--- src/sv/double_ended_queue_assert.svh ---
// ----------------------------------------------------------------------------
// Double-ended queue assertion macros
// Shared helpers for the concurrent checks in the queue modules.
// ----------------------------------------------------------------------------
`ifndef DOUBLE_ENDED_QUEUE_ASSERT_SVH
`define DOUBLE_ENDED_QUEUE_ASSERT_SVH

// Property that must hold on every clock edge outside reset.
`define DQ_ASSERT(label, prop, msg) \
  label: assert property (@(posedge clk_i) disable iff (!rst_ni) (prop)) \
    else $error(msg);

// Condition in one cycle implies a consequence in the next.
`define DQ_ASSERT_NEXT(label, ante, cons, msg) \
  label: assert property (@(posedge clk_i) disable iff (!rst_ni) (ante) |=> (cons)) \
    else $error(msg);

`endif

--- src/sv/dq_pkg.sv ---
// ----------------------------------------------------------------------------
// Double-ended queue package
// Depth, widths, command and status codes, and controller/datapath types.
// ----------------------------------------------------------------------------
`default_nettype none

package dq_pkg;

  parameter int DEPTH = 16;
  parameter int IDX_W = (DEPTH > 1) ? $clog2(DEPTH) : 1;
  parameter int CNT_W = $clog2(DEPTH + 1);
  parameter int DATA_W = 32;

  localparam logic [2:0] CMD_PUSH_FRONT = 3'd0;
  localparam logic [2:0] CMD_PUSH_BACK  = 3'd1;
  localparam logic [2:0] CMD_POP_FRONT  = 3'd2;
  localparam logic [2:0] CMD_POP_BACK   = 3'd3;
  localparam logic [2:0] CMD_LIST       = 3'd4;

  localparam logic [1:0] STATUS_OK    = 2'd0;
  localparam logic [1:0] STATUS_EMPTY = 2'd1;
  localparam logic [1:0] STATUS_FULL  = 2'd2;

  typedef enum logic [1:0] {
    ST_IDLE,
    ST_POP_RD,
    ST_LIST_RD,
    ST_OUT
  } dq_state_e;

  typedef enum logic [1:0] {
    RD_FRONT,
    RD_BACK,
    RD_NEXT
  } dq_rd_sel_e;

  // Commands from the controller to the datapath.
  typedef struct packed {
    logic       wr_front;
    logic       wr_back;
    logic       pop_front;
    logic       pop_back;
    logic       rd_en;
    dq_rd_sel_e rd_sel;
    logic       list_clr;
    logic       list_inc;
    logic       ld_imm;
    logic [1:0] imm_status;
    logic       ld_rd;
    logic       rd_last;
  } dq_ctrl_t;

  // Status from the datapath to the controller.
  typedef struct packed {
    logic full;
    logic empty;
    logic list_end;
    logic out_last;
  } dq_stat_t;

endpackage

`default_nettype wire

--- src/sv/dq_ram.sv ---
// ----------------------------------------------------------------------------
// Generic RAM
// One write port and one read port with registered read data.
// ----------------------------------------------------------------------------
`default_nettype none

module dq_ram #(
  parameter int WIDTH = 32,
  parameter int DEPTH = 16
) (
  input  wire logic                             clk_i,
  input  wire logic                             we_i,
  input  wire logic [$clog2(DEPTH > 1 ? DEPTH : 2)-1:0] waddr_i,
  input  wire logic [WIDTH-1:0]                 wdata_i,
  input  wire logic                             re_i,
  input  wire logic [$clog2(DEPTH > 1 ? DEPTH : 2)-1:0] raddr_i,
  output      logic [WIDTH-1:0]                 rdata_o
);

  logic [WIDTH-1:0] mem_q [DEPTH];
  logic [WIDTH-1:0] rdata_q;

  always_ff @(posedge clk_i) begin
    if (we_i) begin
      mem_q[waddr_i] <= wdata_i;
    end
    if (re_i) begin
      rdata_q <= mem_q[raddr_i];
    end
  end

  assign rdata_o = rdata_q;

endmodule

`default_nettype wire

--- src/sv/dq_datapath.sv ---
// ----------------------------------------------------------------------------
// Double-ended queue datapath
// Ring pointers, listing offset, entry store and the result register.
// ----------------------------------------------------------------------------
`default_nettype none

`include "double_ended_queue_assert.svh"

module dq_datapath
  import dq_pkg::*;
(
  input  wire logic                     clk_i,
  input  wire logic                     rst_ni,
  input  wire logic signed [DATA_W-1:0] value_i,
  input  wire dq_ctrl_t                 ctrl_i,
  output      dq_stat_t                 stat_o,
  output      logic signed [DATA_W-1:0] data_o,
  output      logic [1:0]               status_o,
  output      logic                     last_o
);

  localparam logic [CNT_W:0] SUM_DEPTH = (CNT_W + 1)'(DEPTH);

  logic [IDX_W-1:0] front_q, front_d;
  logic [CNT_W-1:0] count_q, count_d;
  logic [IDX_W-1:0] offset_q, offset_d;

  logic signed [DATA_W-1:0] data_q;
  logic [1:0]               status_q;
  logic                     last_q;

  logic [IDX_W-1:0]  front_dec;
  logic [IDX_W-1:0]  waddr;
  logic [IDX_W-1:0]  raddr;
  logic [CNT_W-1:0]  offset_ext;
  logic [DATA_W-1:0] rdata;

  // Ring position of the entry at a given distance from the front.
  function automatic logic [IDX_W-1:0] slot_of(logic [IDX_W-1:0] base,
                                               logic [CNT_W-1:0] off);
    logic [CNT_W:0] sum;
    sum = {{(CNT_W + 1 - IDX_W){1'b0}}, base} + {1'b0, off};
    if (sum >= SUM_DEPTH) begin
      sum = sum - SUM_DEPTH;
    end
    return sum[IDX_W-1:0];
  endfunction

  assign front_dec  = (front_q == '0) ? IDX_W'(DEPTH - 1) : front_q - 1'b1;
  assign offset_ext = {{(CNT_W - IDX_W){1'b0}}, offset_q};
  assign waddr      = ctrl_i.wr_front ? front_dec : slot_of(front_q, count_q);

  always_comb begin
    unique case (ctrl_i.rd_sel)
      RD_FRONT: raddr = front_q;
      RD_BACK:  raddr = slot_of(front_q, count_q - 1'b1);
      RD_NEXT:  raddr = slot_of(front_q, offset_ext + 1'b1);
      default:  raddr = front_q;
    endcase
  end

  always_comb begin
    front_d  = front_q;
    count_d  = count_q;
    offset_d = offset_q;
    if (ctrl_i.wr_front) begin
      front_d = front_dec;
    end else if (ctrl_i.pop_front) begin
      front_d = slot_of(front_q, CNT_W'(1));
    end
    if (ctrl_i.wr_front || ctrl_i.wr_back) begin
      count_d = count_q + 1'b1;
    end else if (ctrl_i.pop_front || ctrl_i.pop_back) begin
      count_d = count_q - 1'b1;
    end
    if (ctrl_i.list_clr) begin
      offset_d = '0;
    end else if (ctrl_i.list_inc) begin
      offset_d = offset_q + 1'b1;
    end
  end

  always_ff @(posedge clk_i or negedge rst_ni) begin
    if (!rst_ni) begin
      front_q  <= '0;
      count_q  <= '0;
      offset_q <= '0;
    end else begin
      front_q  <= front_d;
      count_q  <= count_d;
      offset_q <= offset_d;
    end
  end

  // Result register: immediate answers carry zero data.
  always_ff @(posedge clk_i) begin
    if (ctrl_i.ld_imm) begin
      data_q   <= '0;
      status_q <= ctrl_i.imm_status;
      last_q   <= 1'b1;
    end else if (ctrl_i.ld_rd) begin
      data_q   <= rdata;
      status_q <= STATUS_OK;
      last_q   <= ctrl_i.rd_last;
    end
  end

  dq_ram #(
    .WIDTH (DATA_W),
    .DEPTH (DEPTH)
  ) u_store (
    .clk_i   (clk_i),
    .we_i    (ctrl_i.wr_front | ctrl_i.wr_back),
    .waddr_i (waddr),
    .wdata_i (value_i),
    .re_i    (ctrl_i.rd_en),
    .raddr_i (raddr),
    .rdata_o (rdata)
  );

  assign stat_o.full     = (count_q == CNT_W'(DEPTH));
  assign stat_o.empty    = (count_q == '0);
  assign stat_o.list_end = ((offset_ext + 1'b1) == count_q);
  assign stat_o.out_last = last_q;

  assign data_o   = data_q;
  assign status_o = status_q;
  assign last_o   = last_q;

  `DQ_ASSERT(a_count_bound, count_q <= CNT_W'(DEPTH), "entry count above depth")
  `DQ_ASSERT(a_front_bound, front_q <= IDX_W'(DEPTH - 1), "front index out of ring")

endmodule

`default_nettype wire

--- src/sv/dq_ctrl.sv ---
// ----------------------------------------------------------------------------
// Double-ended queue controller
// Decodes commands, sequences store reads and hands results to the output.
// ----------------------------------------------------------------------------
`default_nettype none

`include "double_ended_queue_assert.svh"

module dq_ctrl
  import dq_pkg::*;
(
  input  wire logic       clk_i,
  input  wire logic       rst_ni,
  input  wire logic       in_valid_i,
  output      logic       in_ready_o,
  input  wire logic [2:0] cmd_i,
  output      logic       out_valid_o,
  input  wire logic       out_ready_i,
  input  wire dq_stat_t   stat_i,
  output      dq_ctrl_t   ctrl_o
);

  dq_state_e state_q, state_d;

  always_ff @(posedge clk_i or negedge rst_ni) begin
    if (!rst_ni) begin
      state_q <= ST_IDLE;
    end else begin
      state_q <= state_d;
    end
  end

  always_comb begin
    state_d     = state_q;
    ctrl_o      = '0;
    ctrl_o.rd_sel = RD_FRONT;
    in_ready_o  = (state_q == ST_IDLE);
    out_valid_o = (state_q == ST_OUT);

    unique case (state_q)
      ST_IDLE: begin
        if (in_valid_i) begin
          unique case (cmd_i)
            CMD_PUSH_FRONT, CMD_PUSH_BACK: begin
              ctrl_o.ld_imm = 1'b1;
              state_d       = ST_OUT;
              if (stat_i.full) begin
                ctrl_o.imm_status = STATUS_FULL;
              end else begin
                ctrl_o.imm_status = STATUS_OK;
                ctrl_o.wr_front   = (cmd_i == CMD_PUSH_FRONT);
                ctrl_o.wr_back    = (cmd_i == CMD_PUSH_BACK);
              end
            end
            CMD_POP_FRONT, CMD_POP_BACK: begin
              if (stat_i.empty) begin
                ctrl_o.ld_imm     = 1'b1;
                ctrl_o.imm_status = STATUS_EMPTY;
                state_d           = ST_OUT;
              end else begin
                // read at the old pointers, update them in the same cycle
                ctrl_o.rd_en     = 1'b1;
                ctrl_o.rd_sel    = (cmd_i == CMD_POP_FRONT) ? RD_FRONT : RD_BACK;
                ctrl_o.pop_front = (cmd_i == CMD_POP_FRONT);
                ctrl_o.pop_back  = (cmd_i == CMD_POP_BACK);
                state_d          = ST_POP_RD;
              end
            end
            CMD_LIST: begin
              if (stat_i.empty) begin
                ctrl_o.ld_imm     = 1'b1;
                ctrl_o.imm_status = STATUS_EMPTY;
                state_d           = ST_OUT;
              end else begin
                ctrl_o.rd_en    = 1'b1;
                ctrl_o.rd_sel   = RD_FRONT;
                ctrl_o.list_clr = 1'b1;
                state_d         = ST_LIST_RD;
              end
            end
            default: begin
              // drop unused codes without a result
              state_d = ST_IDLE;
            end
          endcase
        end
      end
      ST_POP_RD: begin
        ctrl_o.ld_rd   = 1'b1;
        ctrl_o.rd_last = 1'b1;
        state_d        = ST_OUT;
      end
      ST_LIST_RD: begin
        ctrl_o.ld_rd   = 1'b1;
        ctrl_o.rd_last = stat_i.list_end;
        state_d        = ST_OUT;
      end
      ST_OUT: begin
        if (out_ready_i) begin
          if (stat_i.out_last) begin
            state_d = ST_IDLE;
          end else begin
            // advance to the next entry of the listing
            ctrl_o.rd_en    = 1'b1;
            ctrl_o.rd_sel   = RD_NEXT;
            ctrl_o.list_inc = 1'b1;
            state_d         = ST_LIST_RD;
          end
        end
      end
      default: begin
        state_d = ST_IDLE;
      end
    endcase
  end

  `DQ_ASSERT(a_one_side, !(in_ready_o && out_valid_o), "input taken while result pending")
  `DQ_ASSERT_NEXT(a_read_to_out, state_q == ST_POP_RD || state_q == ST_LIST_RD,
                  state_q == ST_OUT, "read data not presented")
  `DQ_ASSERT_NEXT(a_list_continue, out_valid_o && out_ready_i && !stat_i.out_last,
                  state_q == ST_LIST_RD, "listing stopped before last entry")

endmodule

`default_nettype wire

--- src/sv/double_ended_queue.sv ---
// Bounded double-ended queue of signed 32-bit words in a ring buffer. The
// block takes one command at a time and accepts the next once every result
// of the current one has been transferred. A push, a rejected push, or an
// empty answer is presented in the cycle after acceptance; a pop reads the
// store in a read state before its result is presented, because the store
// is a RAM with registered read; a listing of N entries presents them one by
// one, each entry being read from the single RAM read port after the
// previous result is transferred. Unused command codes are accepted and produce no result.
// ----------------------------------------------------------------------------
// Double-ended queue top level
// Joins the command controller and the pointer and store datapath.
// ----------------------------------------------------------------------------
`default_nettype none

module double_ended_queue
  import dq_pkg::*;
(
  input  wire logic                     clk_i,
  input  wire logic                     rst_ni,
  input  wire logic                     in_valid_i,
  output      logic                     in_ready_o,
  input  wire logic [2:0]               cmd_i,
  input  wire logic signed [DATA_W-1:0] value_i,
  output      logic                     out_valid_o,
  input  wire logic                     out_ready_i,
  output      logic signed [DATA_W-1:0] data_o,
  output      logic [1:0]               status_o,
  output      logic                     last_o
);

  dq_ctrl_t ctrl;
  dq_stat_t stat;

  dq_ctrl u_ctrl (
    .clk_i       (clk_i),
    .rst_ni      (rst_ni),
    .in_valid_i  (in_valid_i),
    .in_ready_o  (in_ready_o),
    .cmd_i       (cmd_i),
    .out_valid_o (out_valid_o),
    .out_ready_i (out_ready_i),
    .stat_i      (stat),
    .ctrl_o      (ctrl)
  );

  dq_datapath u_datapath (
    .clk_i    (clk_i),
    .rst_ni   (rst_ni),
    .value_i  (value_i),
    .ctrl_i   (ctrl),
    .stat_o   (stat),
    .data_o   (data_o),
    .status_o (status_o),
    .last_o   (last_o)
  );

endmodule

`default_nettype wire
--- config.mk ---
export PLATFORM = sky130hd
export DESIGN_NAME = double_ended_queue
export DESIGN_NICKNAME = d
export VERILOG_FILES = /design/src/sv/dq_pkg.sv /design/src/sv/dq_ram.sv /design/src/sv/dq_datapath.sv /design/src/sv/dq_ctrl.sv /design/src/sv/double_ended_queue.sv
export VERILOG_INCLUDE_DIRS = /design/src /design/src/sv
export SDC_FILE = /design/constraint.sdc
export NUM_CORES = 1
export LEC_CHECK = 0
export BUFFER_PORTS_ARGS = -buffer_cell sky130_fd_sc_hd__buf_2
export CORE_UTILIZATION = 35
export CTS_CLUSTER_DIAMETER = 50
export DETAILED_ROUTE_END_ITERATION = 12
export HOLD_SLACK_MARGIN = 0.1
export SLEW_MARGIN = 15
export SYNTH_ARGS = -nofsm -noshare
export SYNTH_HDL_FRONTEND = slang
export SYNTH_SLANG_ARGS = --single-unit
--- constraint.sdc ---
create_clock -name clk_i -period 9.1 [get_ports clk_i]
set_input_delay 1.82 -clock clk_i [delete_from_list [all_inputs] [get_ports clk_i]]
set_output_delay 1.82 -clock clk_i [all_outputs]
set_load 0.01 [all_outputs]
==> reports/metrics.cfg <==
[yosys]
synth_xor_area_frac = 0.00969
synth.avg_cell_area_sq_um = 21.0
netlist_instances = 1104
synth_compound_area_frac = 0.0235
synth-main-ff-cell = edfxtp_1
synthSimpleGateAreaFrac = 0.0191
synth_top_family_by_area = multiplexers
ys_seq_elements = 594
synth_seq_area_share = 0.750
synth_adder_area_share = 0.0114
synth_warnings = 0
synth_edf_count = 546
muxShareOfSynthArea = 0.169
synth_area_sq_um = 23200
syn-num-nets = 1163
synth_cell_types = 48
async_flop_share = 0.0253

[global_route]
grt_start_max_net_pins = 129
grt_use_total = 0.151
grt_pass1_vias = 11300
antenna_found_initial = 4
grt_pass1_wl_um = 74600
grt-ovfl-total = 0

[floorplan]
fp.dieW_um = 260
die_y_um = 260
rows = 94
die_area_sq_um = 67400
io_pins = 76
start_util = 0.353
core_sq_um = 65700

[power]
power.internal_mw = 5.82
p_switching_mw = 2.59
power_density_nw_per_um2 = 315
sw_frac_of_total = 0.308
clockPowerShare = 0.283
comb_power_share = 0.315
p_leak_nw = 8.67
seqPwrFrac = 0.402
ir_drop_mv = 0.288

[setup_path]
cp_slowest_cell = mux2_8
r2r_cells = 15
crit_top_cell = mux2i_1
r2r_start = u_datapath.count_q[0]$_DFFE_PN0P_
worstSetupStartpointType = input pin
arrival_ns = 6.07
r2r_slack_ns = 3.53
r2r-end = u_datapath.u_store.rdata_o[28]$_DFFE_PP_
critical_path_class = input pin to register
slowest_delay_ns = 0.74
path_cells = buf_2, nor2b_1, and3_1, nand2_1, ha_1, mux2i_1, ha_1, inv_1, fa_1, mux2_8, buf_4, mux4_2, mux2i_1, mux2i_1
worstPathRequired_ns = 9.44
cp_max_fo = 72
end_kind = register

[sta]
final.setup.tns_ns = 0
whs_ns = 0.454
fin_crit_ns = 5.73
max_freq_mhz = 175
drv_slew = 0
report.final.setup_viol = 0
rsz0062_at_grt = no
skew_ns = 0.0333
hold_violations = 0
tightest_slew_ns = 1.11
fin_crit_sh = 0.630
relSlewSlack = 0.257

[finish]
layout_commonest_cell = edfxtp_1
final_cell_mix = edfxtp_1, mux4_2, mux2i_1
area_growth_pct = 14.8
stdcell_area_sq_um = 26700
num-nets-final = 1268
nFillCells = 5732
drive_above_1_share = 0.275

[cts]
clkSinkCount = 594
numCtsBuffers = 58
root_buffer = clkbuf_16
cts_resized = 0
h-tree-depth = 2
path_clk_slew_ns = 0.06
clk_path_buf_depth = 3
cts_hold_buf = 0
clk_latency_ns = 0.64
cts_tree = yes
cts_setup_buffers = 0

[place]
gp_congestion = 0.777
port_buffers = 75
placed_area_sq_um = 24700
hpwlAfterDp_um = 24500

[min_path]
min_from = u_datapath.u_store.rdata_o[9]$_DFFE_PP_
holdPathStages = 1
min_path_type = register to register
hold_end = u_datapath.data_o[9]$_SDFFE_PP0P_

[status]
status = finished, final reports clean

[route]
ant_nets = 0
vias = 10900
via_per_inst = 5.13
first_pass_iters = 5
totalWireLength_um = 50400
drtIter0Drc = 879
drc = 0
wire_per_inst_um = 23.7

[run]
cap_violations = 0

routing by layer:
metal / track usage / part of all wire
met1: 0.211 / 0.45
met2: 0.244 / 0.48
met3: 0.0272 / 0.047
met4: 0.0399 / 0.017
met5: 0 / 0.00064
cell type report:
class / instances / area (sq um) / share of cell area
Antenna cell: 1 / 2.50 / 0.0000938
Clock buffer: 82 / 1630 / 0.0612
Clock inverter: 27 / 289 / 0.0108
Inverter: 14 / 52.6 / 0.00197
Multi-Input combinational cell: 442 / 5600 / 0.210
Sequential cell: 594 / 17400 / 0.653
Tap cell: 864 / 1080 / 0.0405
Timing Repair Buffer: 99 / 588 / 0.0220
sequential cells by signal (all words and copies together) (netlist names):
register / cells
u_datapath.u_store.mem_q: 512
u_datapath.data_o: 32
u_datapath.u_store.rdata_o: 32
u_datapath.count_q: 5
u_datapath.front_q: 4
u_datapath.offset_q: 4
u_ctrl.state_q: 2
u_datapath.status_o: 2
u_datapath.last_o: 1
worst max path at each step:
| stage | start | to | slack [ns] |
|---|---|---|---|
| 5_1_grt | cmd_i[1] | u_datapath.u_store.rdata_o[27]$_DFFE_PP_ | 3.03 |
| 2_1_floorplan | cmd_i[1] | u_datapath.u_store.rdata_o[0]$_DFFE_PP_ | 4.07 |
| 3_3_place_gp | cmd_i[1] | u_datapath.u_store.rdata_o[0]$_DFFE_PP_ | 2.74 |
| 3_5_place_dp | cmd_i[1] | u_datapath.u_store.rdata_o[28]$_DFFE_PP_ | 2.68 |
| 6_report | cmd_i[1] | u_datapath.u_store.rdata_o[28]$_DFFE_PP_ | 3.37 |
| 4_1_cts | cmd_i[1] | u_datapath.u_store.rdata_o[29]$_DFFE_PP_ | 3.35 |
cell families after synthesis:
logic type	count (synthesis)
AND/OR/NAND/NOR	91
buffers and inverters	68
adder cells (fa/ha/maj)	20
flip-flops	594
multiplexers	232
AO/OA/AOI/OAI	75
XOR/XNOR	24
cell usage after synthesis, drive strengths merged (2+ instances only):
cell type	n	area, sq um
edfxtp	546	16400
mux4	128	2880
mux2i	102	1020
buf	36	273
nor2	36	135
dfxtp	33	661
a22o	32	280
clkbuf	18	67.6
ha	18	225
nand2	18	67.6
a21oi	16	80.1
dfrtp	15	375
inv	14	52.6
xnor2	14	138
xor2	10	87.6
nand3	9	50.1
nor3	9	50.1
o21ai	7	35.0
a31oi	5	31.3
a21o	3	22.5
nand4	3	18.8
nor2b	3	18.8
a22oi	2	15.0
and2	2	12.5
and3	2	12.5
fa	2	40.0
mux2	2	22.5
nor4	2	12.5
o31ai	2	15.0
or3	2	12.5
or4b	2	20.0
metrics by stage:
stage	setup WS [ns]	cells	power, mW	utilization
global route	3.03	2122	8.82	0.406
detailed placement	2.68	2012	6.12	0.376
CTS	3.35	2121	8.51	0.405
floorplan	4.07	1104	5.41	-
global placement	2.74	2012	6.09	0.376
finish	3.37	2123	8.41	0.406
power groups by stage:
| stage | clock (mW) | sequential, mW | combinational, mW |
|---|---|---|---|
| after floorplan | 0 | 3.41 | 2.01 |
| after global placement | 0 | 3.44 | 2.65 |
| after detailed placement | 0 | 3.44 | 2.68 |
| after CTS | 2.44 | 3.38 | 2.69 |
| after global routing | 2.54 | 3.40 | 2.89 |
| final | 2.38 | 3.38 | 2.65 |
critical path: cells and delay by family:
| family | cells | cell delay (ns) |
|---|---|---|
| and+or+nand+nor | 3 | 0.57 |
| muxes | 5 | 1.75 |
| adders and majority gates | 3 | 0.93 |
| buffers and inverters | 3 | 0.88 |
Note: power is estimated with default switching activity, not from simulation.
